### src/design/srlm_pkg.sv
// Shared types and constants for the stereo RMS level meter.
// Used by every module of the block; depends on nothing.
package srlm_pkg;

   localparam int SampleW = 16;
   localparam int HalfW   = SampleW - 1;
   localparam int SquareW = 29;
   localparam int SumW    = 40;
   localparam int MeanW   = 30;
   localparam int LevelW  = 15;
   localparam int WeightW = 16;
   localparam int BufferW = 32;

   // restoring divide runs over the halved sum, root takes two mean bits a step
   localparam int DivSteps  = SumW - 1;
   localparam int RootSteps = MeanW / 2;
   localparam int RootRemW  = LevelW + 4;

   localparam logic [WeightW-1:0] WeightReset = 16'd4588;

   // register index decoded from the word address
   localparam logic RegSmoothing = 1'b0;

   typedef enum logic [2:0] {
      ST_IDLE,
      ST_SQUARE,
      ST_ACCUM,
      ST_LOAD,
      ST_DIVIDE,
      ST_ROOT_LOAD,
      ST_ROOT,
      ST_BLEND
   } state_type;

   typedef struct packed {
      logic load_div;
      logic step_div;
      logic load_root;
      logic step_root;
   } ds_ctrl_type;

endpackage

### src/design/stereo_rms_level_meter_core.sv
// Stereo RMS level meter: squaring lanes, merging accumulator, divide/root unit, smoothing.
// A pair without the last flag passes through accept, square and accumulate.
// A last pair then goes on through load, divide, root load, root, scale and commit to the
// result; the divide and root run as serial loops, and an untaken result stalls the commit.
// Synchronous reset clears the sum, count, level and buffer number and sets the weight to
// 4588; the result register frees input as soon as it loads.
module stereo_rms_level_meter_core #(
   parameter int MAX_PAIRS = 1024
) (
   input  logic        clock,
   input  logic        reset,
   // left_sample [15:0], right_sample [31:16]
   input  logic [31:0] req_tdata,
   input  logic        req_tlast,
   input  logic        req_tvalid,
   output logic        req_tready,
   // rms_level [14:0], smoothed_level [29:15], buffer_number [61:30], zero [63:62]
   output logic [63:0] rsp_tdata,
   output logic        rsp_tvalid,
   input  logic        rsp_tready,
   input  logic        csr_psel,
   input  logic        csr_penable,
   input  logic        csr_pwrite,
   input  logic [2:0]  csr_paddr,
   input  logic [31:0] csr_pwdata,
   output logic [31:0] csr_prdata,
   output logic        csr_pready
);

   localparam int PairW = $clog2(MAX_PAIRS + 1);
   localparam int CntW  = $clog2(srlm_pkg::DivSteps);
   localparam int LW    = srlm_pkg::LevelW;
   localparam int WW    = srlm_pkg::WeightW;

   srlm_pkg::state_type   state_ff, state_in;
   srlm_pkg::ds_ctrl_type ds_ctrl;
   logic [CntW-1:0]       cnt_ff, cnt_in;
   logic                  last_ff;

   logic                  accept, lane_step, merge_acc, merge_clear, commit;
   logic                  scale_ff;
   logic                  slot_free;

   logic [srlm_pkg::SquareW-1:0] square_left, square_right;
   logic [srlm_pkg::SumW-1:0]    sum;
   logic [PairW-1:0]             pairs;
   logic [LW-1:0]                rms;

   logic [WW-1:0]             weight_ff;
   logic [LW-1:0]             level_ff, level_in;
   logic [srlm_pkg::BufferW-1:0] buffers_ff, buffers_in;
   logic [31:0]               p_old_ff;
   logic [30:0]               p_new_ff;
   logic [WW:0]               keep_weight;
   logic [32:0]               blend;
   logic [LW-1:0]             rms_hold_ff;

   logic                      rsp_valid_ff;
   logic [LW-1:0]             out_rms_ff, out_level_ff;
   logic [srlm_pkg::BufferW-1:0] out_buf_ff;
   logic                      csr_write;

   // lanes: one per channel
   srlm_lane u_lane_left (
      .clock  (clock),
      .load   (accept),
      .step   (lane_step),
      .sample (req_tdata[15:0]),
      .square (square_left)
   );

   srlm_lane u_lane_right (
      .clock  (clock),
      .load   (accept),
      .step   (lane_step),
      .sample (req_tdata[31:16]),
      .square (square_right)
   );

   srlm_merge #(
      .MAX_PAIRS (MAX_PAIRS),
      .PairW     (PairW)
   ) u_merge (
      .clock        (clock),
      .reset        (reset),
      .accumulate   (merge_acc),
      .clear        (merge_clear),
      .square_left  (square_left),
      .square_right (square_right),
      .sum          (sum),
      .pairs        (pairs)
   );

   srlm_divsqrt #(
      .PairW (PairW)
   ) u_divsqrt (
      .clock (clock),
      .ctrl  (ds_ctrl),
      .sum   (sum),
      .pairs (pairs),
      .rms   (rms)
   );

   assign slot_free = !rsp_valid_ff || rsp_tready;

   // next state
   always_comb begin
      state_in = state_ff;
      unique case (state_ff)
         srlm_pkg::ST_IDLE:      if (req_tvalid) state_in = srlm_pkg::ST_SQUARE;
         srlm_pkg::ST_SQUARE:    state_in = srlm_pkg::ST_ACCUM;
         srlm_pkg::ST_ACCUM:     state_in = last_ff ? srlm_pkg::ST_LOAD : srlm_pkg::ST_IDLE;
         srlm_pkg::ST_LOAD:      state_in = srlm_pkg::ST_DIVIDE;
         srlm_pkg::ST_DIVIDE: begin
            if (cnt_ff == CntW'(srlm_pkg::DivSteps - 1)) state_in = srlm_pkg::ST_ROOT_LOAD;
         end
         srlm_pkg::ST_ROOT_LOAD: state_in = srlm_pkg::ST_ROOT;
         srlm_pkg::ST_ROOT: begin
            if (cnt_ff == CntW'(srlm_pkg::RootSteps - 1)) state_in = srlm_pkg::ST_BLEND;
         end
         srlm_pkg::ST_BLEND:     if (slot_free && !scale_ff) state_in = srlm_pkg::ST_IDLE;
         default:                state_in = srlm_pkg::ST_IDLE;
      endcase
   end

   // control outputs; the blend state spends its first cycle on the products
   always_comb begin
      req_tready  = 1'b0;
      lane_step   = 1'b0;
      merge_acc   = 1'b0;
      merge_clear = 1'b0;
      ds_ctrl     = '0;
      cnt_in      = '0;
      commit      = 1'b0;
      unique case (state_ff)
         srlm_pkg::ST_IDLE:      req_tready = 1'b1;
         srlm_pkg::ST_SQUARE:    lane_step = 1'b1;
         srlm_pkg::ST_ACCUM:     merge_acc = 1'b1;
         srlm_pkg::ST_LOAD: begin
            ds_ctrl.load_div = 1'b1;
            merge_clear      = 1'b1;
         end
         srlm_pkg::ST_DIVIDE: begin
            ds_ctrl.step_div = 1'b1;
            cnt_in           = cnt_ff + CntW'(1);
         end
         srlm_pkg::ST_ROOT_LOAD: ds_ctrl.load_root = 1'b1;
         srlm_pkg::ST_ROOT: begin
            ds_ctrl.step_root = 1'b1;
            cnt_in            = cnt_ff + CntW'(1);
         end
         srlm_pkg::ST_BLEND:     commit = slot_free && !scale_ff;
         default: ;
      endcase
   end

   assign accept = req_tvalid && req_tready;

   // scale flag marks the first blend cycle, when products are formed
   always_ff @(posedge clock) begin
      if (reset) begin
         state_ff <= srlm_pkg::ST_IDLE;
         cnt_ff   <= '0;
         scale_ff <= 1'b0;
      end else begin
         state_ff <= state_in;
         cnt_ff   <= cnt_in;
         scale_ff <= (state_ff == srlm_pkg::ST_ROOT) && (state_in == srlm_pkg::ST_BLEND);
      end
   end

   always_ff @(posedge clock) begin
      if (accept) begin
         last_ff <= req_tlast;
      end
   end

   // smoothing: old*(1-w) + w*rms, round half up
   always_comb begin
      keep_weight = {1'b1, {WW{1'b0}}} - {1'b0, weight_ff};
      blend       = {1'b0, p_old_ff} + {2'b00, p_new_ff} + 33'd32768;
      level_in    = blend[16 +: LW];
      buffers_in  = buffers_ff + srlm_pkg::BufferW'(1);
   end

   always_ff @(posedge clock) begin
      if (scale_ff) begin
         p_old_ff    <= 32'(level_ff) * 32'(keep_weight);
         p_new_ff    <= 31'(weight_ff) * 31'(rms);
         rms_hold_ff <= rms;
      end
   end

   // state that reset sets: weight to its reset value, level and buffer count to zero
   assign csr_write = csr_psel && csr_penable && csr_pwrite && csr_pready &&
                      (csr_paddr[2] == srlm_pkg::RegSmoothing);

   always_ff @(posedge clock) begin
      if (reset) begin
         weight_ff  <= srlm_pkg::WeightReset;
         level_ff   <= '0;
         buffers_ff <= '0;
      end else begin
         if (csr_write) begin
            weight_ff <= csr_pwdata[WW-1:0];
         end
         if (commit) begin
            level_ff   <= level_in;
            buffers_ff <= buffers_in;
         end
      end
   end

   // result register: load on commit, drop when taken
   always_ff @(posedge clock) begin
      if (reset) begin
         rsp_valid_ff <= 1'b0;
      end else if (commit) begin
         rsp_valid_ff <= 1'b1;
      end else if (rsp_tready) begin
         rsp_valid_ff <= 1'b0;
      end
   end

   always_ff @(posedge clock) begin
      if (commit) begin
         out_rms_ff   <= rms_hold_ff;
         out_level_ff <= level_in;
         out_buf_ff   <= buffers_in;
      end
   end

   assign rsp_tvalid = rsp_valid_ff;
   assign rsp_tdata  = {2'b00, out_buf_ff, out_level_ff, out_rms_ff};

   // register read back
   assign csr_pready = 1'b1;
   assign csr_prdata = (csr_paddr[2] == srlm_pkg::RegSmoothing) ? {16'd0, weight_ff} : 32'd0;

endmodule

### src/design/srlm_lane.sv
// One channel lane: holds a sample, halves it and squares it.
// Depends on srlm_pkg for the sample and square widths.
module srlm_lane (
   input  logic                           clock,
   input  logic                           load,
   input  logic                           step,
   input  logic [srlm_pkg::SampleW-1:0]   sample,
   output logic [srlm_pkg::SquareW-1:0]   square
);

   logic        [srlm_pkg::SampleW-1:0] sample_ff;
   logic        [srlm_pkg::SquareW-1:0] square_ff;
   logic signed [srlm_pkg::HalfW-1:0]   half;
   logic signed [2*srlm_pkg::HalfW-1:0] product;

   // drop the lsb: floor of half the sample
   always_comb begin
      half    = $signed(sample_ff[srlm_pkg::SampleW-1:1]);
      product = half * half;
   end

   // hold the sample, then register its square
   always_ff @(posedge clock) begin
      if (load) begin
         sample_ff <= sample;
      end
      if (step) begin
         square_ff <= product[srlm_pkg::SquareW-1:0];
      end
   end

   assign square = square_ff;

endmodule

### src/design/srlm_merge.sv
// Merging stage: adds the two lane squares into a saturating buffer sum
// and counts pairs up to the pair limit. Depends on srlm_pkg.
module srlm_merge #(
   parameter int MAX_PAIRS = 1024,
   parameter int PairW     = $clog2(MAX_PAIRS + 1)
) (
   input  logic                          clock,
   input  logic                          reset,
   input  logic                          accumulate,
   input  logic                          clear,
   input  logic [srlm_pkg::SquareW-1:0]  square_left,
   input  logic [srlm_pkg::SquareW-1:0]  square_right,
   output logic [srlm_pkg::SumW-1:0]     sum,
   output logic [PairW-1:0]              pairs
);

   logic [srlm_pkg::SumW-1:0] sum_ff, sum_in;
   logic [PairW-1:0]          pairs_ff, pairs_in;
   logic [srlm_pkg::SquareW:0] pair_add;
   logic [srlm_pkg::SumW:0]   sum_wide;
   logic                      room;

   // add the pair, saturate on carry out, skip once the limit is reached
   always_comb begin
      pair_add = {1'b0, square_left} + {1'b0, square_right};
      sum_wide = {1'b0, sum_ff} + (srlm_pkg::SumW + 1)'(pair_add);
      room     = pairs_ff < PairW'(MAX_PAIRS);
      sum_in   = sum_ff;
      pairs_in = pairs_ff;
      if (clear) begin
         sum_in   = '0;
         pairs_in = '0;
      end else if (accumulate && room) begin
         sum_in   = sum_wide[srlm_pkg::SumW] ? '1 : sum_wide[srlm_pkg::SumW-1:0];
         pairs_in = pairs_ff + PairW'(1);
      end
   end

   always_ff @(posedge clock) begin
      if (reset) begin
         sum_ff   <= '0;
         pairs_ff <= '0;
      end else begin
         sum_ff   <= sum_in;
         pairs_ff <= pairs_in;
      end
   end

   assign sum   = sum_ff;
   assign pairs = pairs_ff;

endmodule

### src/design/srlm_divsqrt.sv
// End-of-buffer unit: restoring divide of the halved sum by the pair count,
// one bit a cycle, then a digit-by-digit square root. Depends on srlm_pkg.
module srlm_divsqrt #(
   parameter int PairW = 11
) (
   input  logic                          clock,
   input  srlm_pkg::ds_ctrl_type         ctrl,
   input  logic [srlm_pkg::SumW-1:0]     sum,
   input  logic [PairW-1:0]              pairs,
   output logic [srlm_pkg::LevelW-1:0]   rms
);

   localparam int DqW = srlm_pkg::DivSteps;
   localparam int RW  = srlm_pkg::RootRemW;

   logic [DqW-1:0]   dq_ff, dq_in;
   logic [PairW-1:0] rem_ff, rem_in;
   logic [PairW-1:0] div_ff;
   logic             zero_ff;
   logic [PairW:0]   rem_shift;
   logic             div_ge;

   logic [srlm_pkg::MeanW-1:0]  src_ff, src_in;
   logic [RW-1:0]               rrem_ff, rrem_in;
   logic [srlm_pkg::LevelW-1:0] root_ff, root_in;
   logic [RW-1:0]               rrem_shift, trial;
   logic                        root_ge;

   // one restoring divide step: sum/(2*pairs) == (sum>>1)/pairs
   always_comb begin
      rem_shift = {rem_ff, dq_ff[DqW-1]};
      div_ge    = rem_shift >= {1'b0, div_ff};
      dq_in     = {dq_ff[DqW-2:0], div_ge};
      rem_in    = div_ge ? PairW'(rem_shift - {1'b0, div_ff}) : rem_shift[PairW-1:0];
   end

   // one root step: bring down two bits, try (root<<2)|1
   always_comb begin
      rrem_shift = {rrem_ff[RW-3:0], src_ff[srlm_pkg::MeanW-1 -: 2]};
      trial      = {2'b00, root_ff, 2'b01};
      root_ge    = rrem_shift >= trial;
      rrem_in    = root_ge ? (rrem_shift - trial) : rrem_shift;
      root_in    = {root_ff[srlm_pkg::LevelW-2:0], root_ge};
      src_in     = {src_ff[srlm_pkg::MeanW-3:0], 2'b00};
   end

   always_ff @(posedge clock) begin
      if (ctrl.load_div) begin
         dq_ff   <= sum[srlm_pkg::SumW-1:1];
         rem_ff  <= '0;
         div_ff  <= pairs;
         zero_ff <= pairs == '0;
      end else if (ctrl.step_div) begin
         dq_ff  <= dq_in;
         rem_ff <= rem_in;
      end
      if (ctrl.load_root) begin
         // an empty buffer reads as zero level
         src_ff  <= zero_ff ? '0 : {1'b0, dq_ff[srlm_pkg::SquareW-1:0]};
         rrem_ff <= '0;
         root_ff <= '0;
      end else if (ctrl.step_root) begin
         src_ff  <= src_in;
         rrem_ff <= rrem_in;
         root_ff <= root_in;
      end
   end

   assign rms = root_ff;

endmodule

### config.mk
export PLATFORM = sky130hd
export DESIGN_NAME = stereo_rms_level_meter_core
export DESIGN_NICKNAME = d
export VERILOG_FILES = /design/src/design/srlm_pkg.sv /design/src/design/stereo_rms_level_meter_core.sv /design/src/design/srlm_lane.sv /design/src/design/srlm_merge.sv /design/src/design/srlm_divsqrt.sv
export SDC_FILE = /design/constraint.sdc
export NUM_CORES = 2
export LEC_CHECK = 0
export ABC_AREA = 1
export BUFFER_PORTS_ARGS = -buffer_cell sky130_fd_sc_hd__buf_2
export CAP_MARGIN = 20
export CORE_MARGIN = 2
export CORE_UTILIZATION = 45
export DETAILED_ROUTE_END_ITERATION = 8
export PLACE_DENSITY = 0.6
export SLEW_MARGIN = 20
export SYNTH_ARGS = -nofsm -noshare
export SYNTH_HDL_FRONTEND = slang
export SYNTH_SLANG_ARGS = --single-unit
### constraint.sdc
create_clock -name clock -period 11 [get_ports clock]
set_clock_uncertainty 0.15 [all_clocks]
set_input_delay 1.65 -clock clock [delete_from_list [all_inputs] [get_ports clock]]
set_output_delay 1.65 -clock clock [all_outputs]
set_load 0.05 [all_outputs]
==> out/metrics.csv <==
stage,metric,value,unit
synthesis,synth_top_family_by_area,adder cells,
clock_tree,post_cts_buffers,0,
timing,post-route-period-util,0.752,
detailed_routing,route.antenna.remaining_nets,0,
synthesis,synth-compound-area-share,0.0586,
synthesis,ys.warnings.count,0,
clock_tree,cts_tree,done,
global_route,grt_start_max_net_pins,73,
detailed_routing,detail_route.wl_per_cell,16.6,µm
place,hpwlAfterDp,116,mm
detailed_routing,drt_drc_violations_left,0,
worst_hold_path,hold_path_class,register to register,
synthesis,synthAdderAreaFrac,0.382,
timing,grt_setup_unrepaired,no,
die,floorplan.core_area,125000,µm²
detailed_routing,route.vias.total,43626,
setup_path,cp_max_fo,17,
synthesis,synth_flop_cell,edfxtp_1,
place,dp_worst_setup_slack,2890,ps
timing,finalSetupViolCount,0,
synthesis,synth.lib_cells_used.distinct,59,
die,fp.dieW,359,µm
clock_tree,numCtsBuffers,58,
setup_path,cp_common_cell,nand2_1,
clock_tree,clock_path_buffers,3,
die,row_count,130,
die,dieHeight,359,µm
timing,timing.max_slew.rel_slack,0.272,
clock_tree,clock_insertion_delay_worst_skew,700,ps
run_status,run_status,"finished, final reports clean",
global_route,antenna_found_initial,1,
final_layout,drive_gt1_frac,0.0465,
final_layout,areaGrowthSynthToFinish,7.27,%
die,starting_utilization_of_the_core_area,0.453,
die,floorplan.die_area,129000,µm²
final_layout,layout.filler_cells,12299,
die,ios,174,
detailed_routing,wl,144,mm
detailed_routing,vias_per_cell,5.03,
synthesis,synth-edff-count,307,
synthesis,synth_seq_area_share,0.221,
setup_path,worst_setup_path_start_kind,register,
global_route,grt_pass1_wl,236,mm
synthesis,syn-instance-count,6951,
synthesis,syn-cell-area,56800,µm²
setup_path,critPathCaptureType,register,
final_layout,final_nets,8309,
final_layout,finalCoreUtilization,0.486,
place,placement.io_buffers,134,
synthesis,xor_xnor_share_of_the_synthesized_area,0.0285,
final_layout,antennaDiodeCount,0,
synthesis,synth.mux.area_fraction,0,
synthesis,async_reset_ff_frac,0,
clock_tree,postCtsHoldBufs,0,
detailed_routing,drt_first_iter_violations,2921,
timing,worst-slew-pin-transition,1090,ps
setup_path,critPathSlowestCell,dfxtp_1,
timing,finalMaxSlewViolations,0,
timing,hold_ws,269,ps
place,place.gp.congestion,0.939,
timing,fmax,121,MHz
clock_tree,clkSinkCount,475,
clock_tree,ctsHtreeMaxLevel,2,
clock_tree,ctsRootBufferMaster,clkbuf_16,
timing,period_minus_slack,8280,ps
setup_path,worst_path_dominant_cell_family,adder cells,
global_route,globalRouteTotalUtil,0.227,
detailed_routing,detail_route.first_pass.iterations,6,
timing,final.setup.tns,0,ps
synthesis,yosys.area_share.simple,0.182,
synthesis,post_synth.cell_area_avg,8.17,µm²
setup_path,cp_slowest_stage_delay,1020,ps
global_route,grt_remaining_overflow,0,
clock_tree,path_clk_slew,70,ps
setup_path,criticalPathCategory,register to register,
clock_tree,post_cts_resize_count,0,
global_route,first_global_vias,44511,
setup_path,worst-endpoint-required,11380,ps
setup_path,worstPathArrival,8650,ps
timing,hold_viol_final,0,
run,max_cap_violations,0,
synthesis,postSynthRegisterBits,475,
timing,final_critical_path_setup_slack,2720,ps
setup_path,path_buf_inv,6,
[flip-flops by register name (all words and copies together) (netlist names), 30 cells and up]
register and cells:
u_merge.sum 40, u_divsqrt.dq_ff 39, buffers_ff 32, out_buf_ff 32, p_new_ff 31, p_old_ff 31
u_divsqrt.src_ff 30
[worst register-to-register path: cells and delay by family (launching register included)]
| family | cells | cell delay (ps) |
|---|---|---|
| adders and majority gates | 7 | 3390 |
| and+or+nand+nor | 12 | 2080 |
| xor gates and xnor gates | 1 | 180 |
| DFF | 1 | 1020 |
| buffers and inverters | 6 | 1300 |
[cell type report]
cell class / instances / area (µm²) / share of cell area
repair buffers: 159 / 858 / 0.0141
flip-flops and latches: 475 / 12600 / 0.206
inverters: 1682 / 6320 / 0.104
clock inverters: 38 / 470 / 0.00772
well taps: 1650 / 2060 / 0.0339
clock buffers: 72 / 1580 / 0.0258
multi-input cells: 4600 / 37100 / 0.608
[logic make-up after synthesis]
logic type,count (synthesis)
buf+inv,1895
other cells,2
compound gates,615
fa+ha+maj,1258
flops,475
xor+xnor,183
simple gates,2523
[metal layers]
layer / track usage / wire length, µm / vias to the layer above
li1: - / - / 21134
met1: 0.304 / 63600 / 21240
met2: 0.392 / 69200 / 1047
met3: 0.0207 / 6990 / 205
met4: 0.0634 / 4030 / 0
met5: 0 / 0 / -
[cell usage after synthesis (all sizes together), types with 26 or more instances]
cell       n  area share
a31oi     26      0.0029
nand2   1577        0.11
fa       791        0.28
xor2     117       0.018
o21bai    26      0.0034
ha       467        0.10
o21ai    251       0.022
buf       54      0.0061
xnor2     66       0.010
nand4     70      0.0080
edfxtp   307        0.16
nor3      62      0.0061
inv     1677        0.11
nor2     535       0.036
a21oi    251       0.022
dfxtp    168       0.059
nand3    226       0.020
clkbuf   159       0.011
[stage by stage]
step / cell area [µm²] / std cells
global route: 61000 / 8676
floorplan: 56900 / 6970
CTS: 61000 / 8676
global placement: 58900 / 8566
detailed placement: 58900 / 8566
finish: 61000 / 8676
[final timing paths]
| path | cells after the start | end | start | slack (ps) |
|---|---|---|---|---|
| hold reg to reg | 0 | out_rms_ff[5] | rms_hold_ff[5] | 270 |
| hold / removal | 0 | out_rms_ff[5] | rms_hold_ff[5] | 270 |
| setup / recovery | 26 | p_old_ff[25] | weight_ff[9] | 2720 |
| setup reg to reg | 26 | p_old_ff[25] | weight_ff[9] | 2720 |
[cells in the final DEF, fill, tap and decap left out, types with 134 or more instances in the layout]
master / instances
a21oi_1: 251
buf_2: 134
dfxtp_1: 167
edfxtp_1: 307
fa_1: 791
ha_1: 467
inv_1: 1668
nand2_1: 1557
nand3_1: 222
nor2_1: 523
o21ai_0: 243
Power is not shown: default switching activity piles up to over one toggle a cycle in this logic, so the estimate is an artifact.
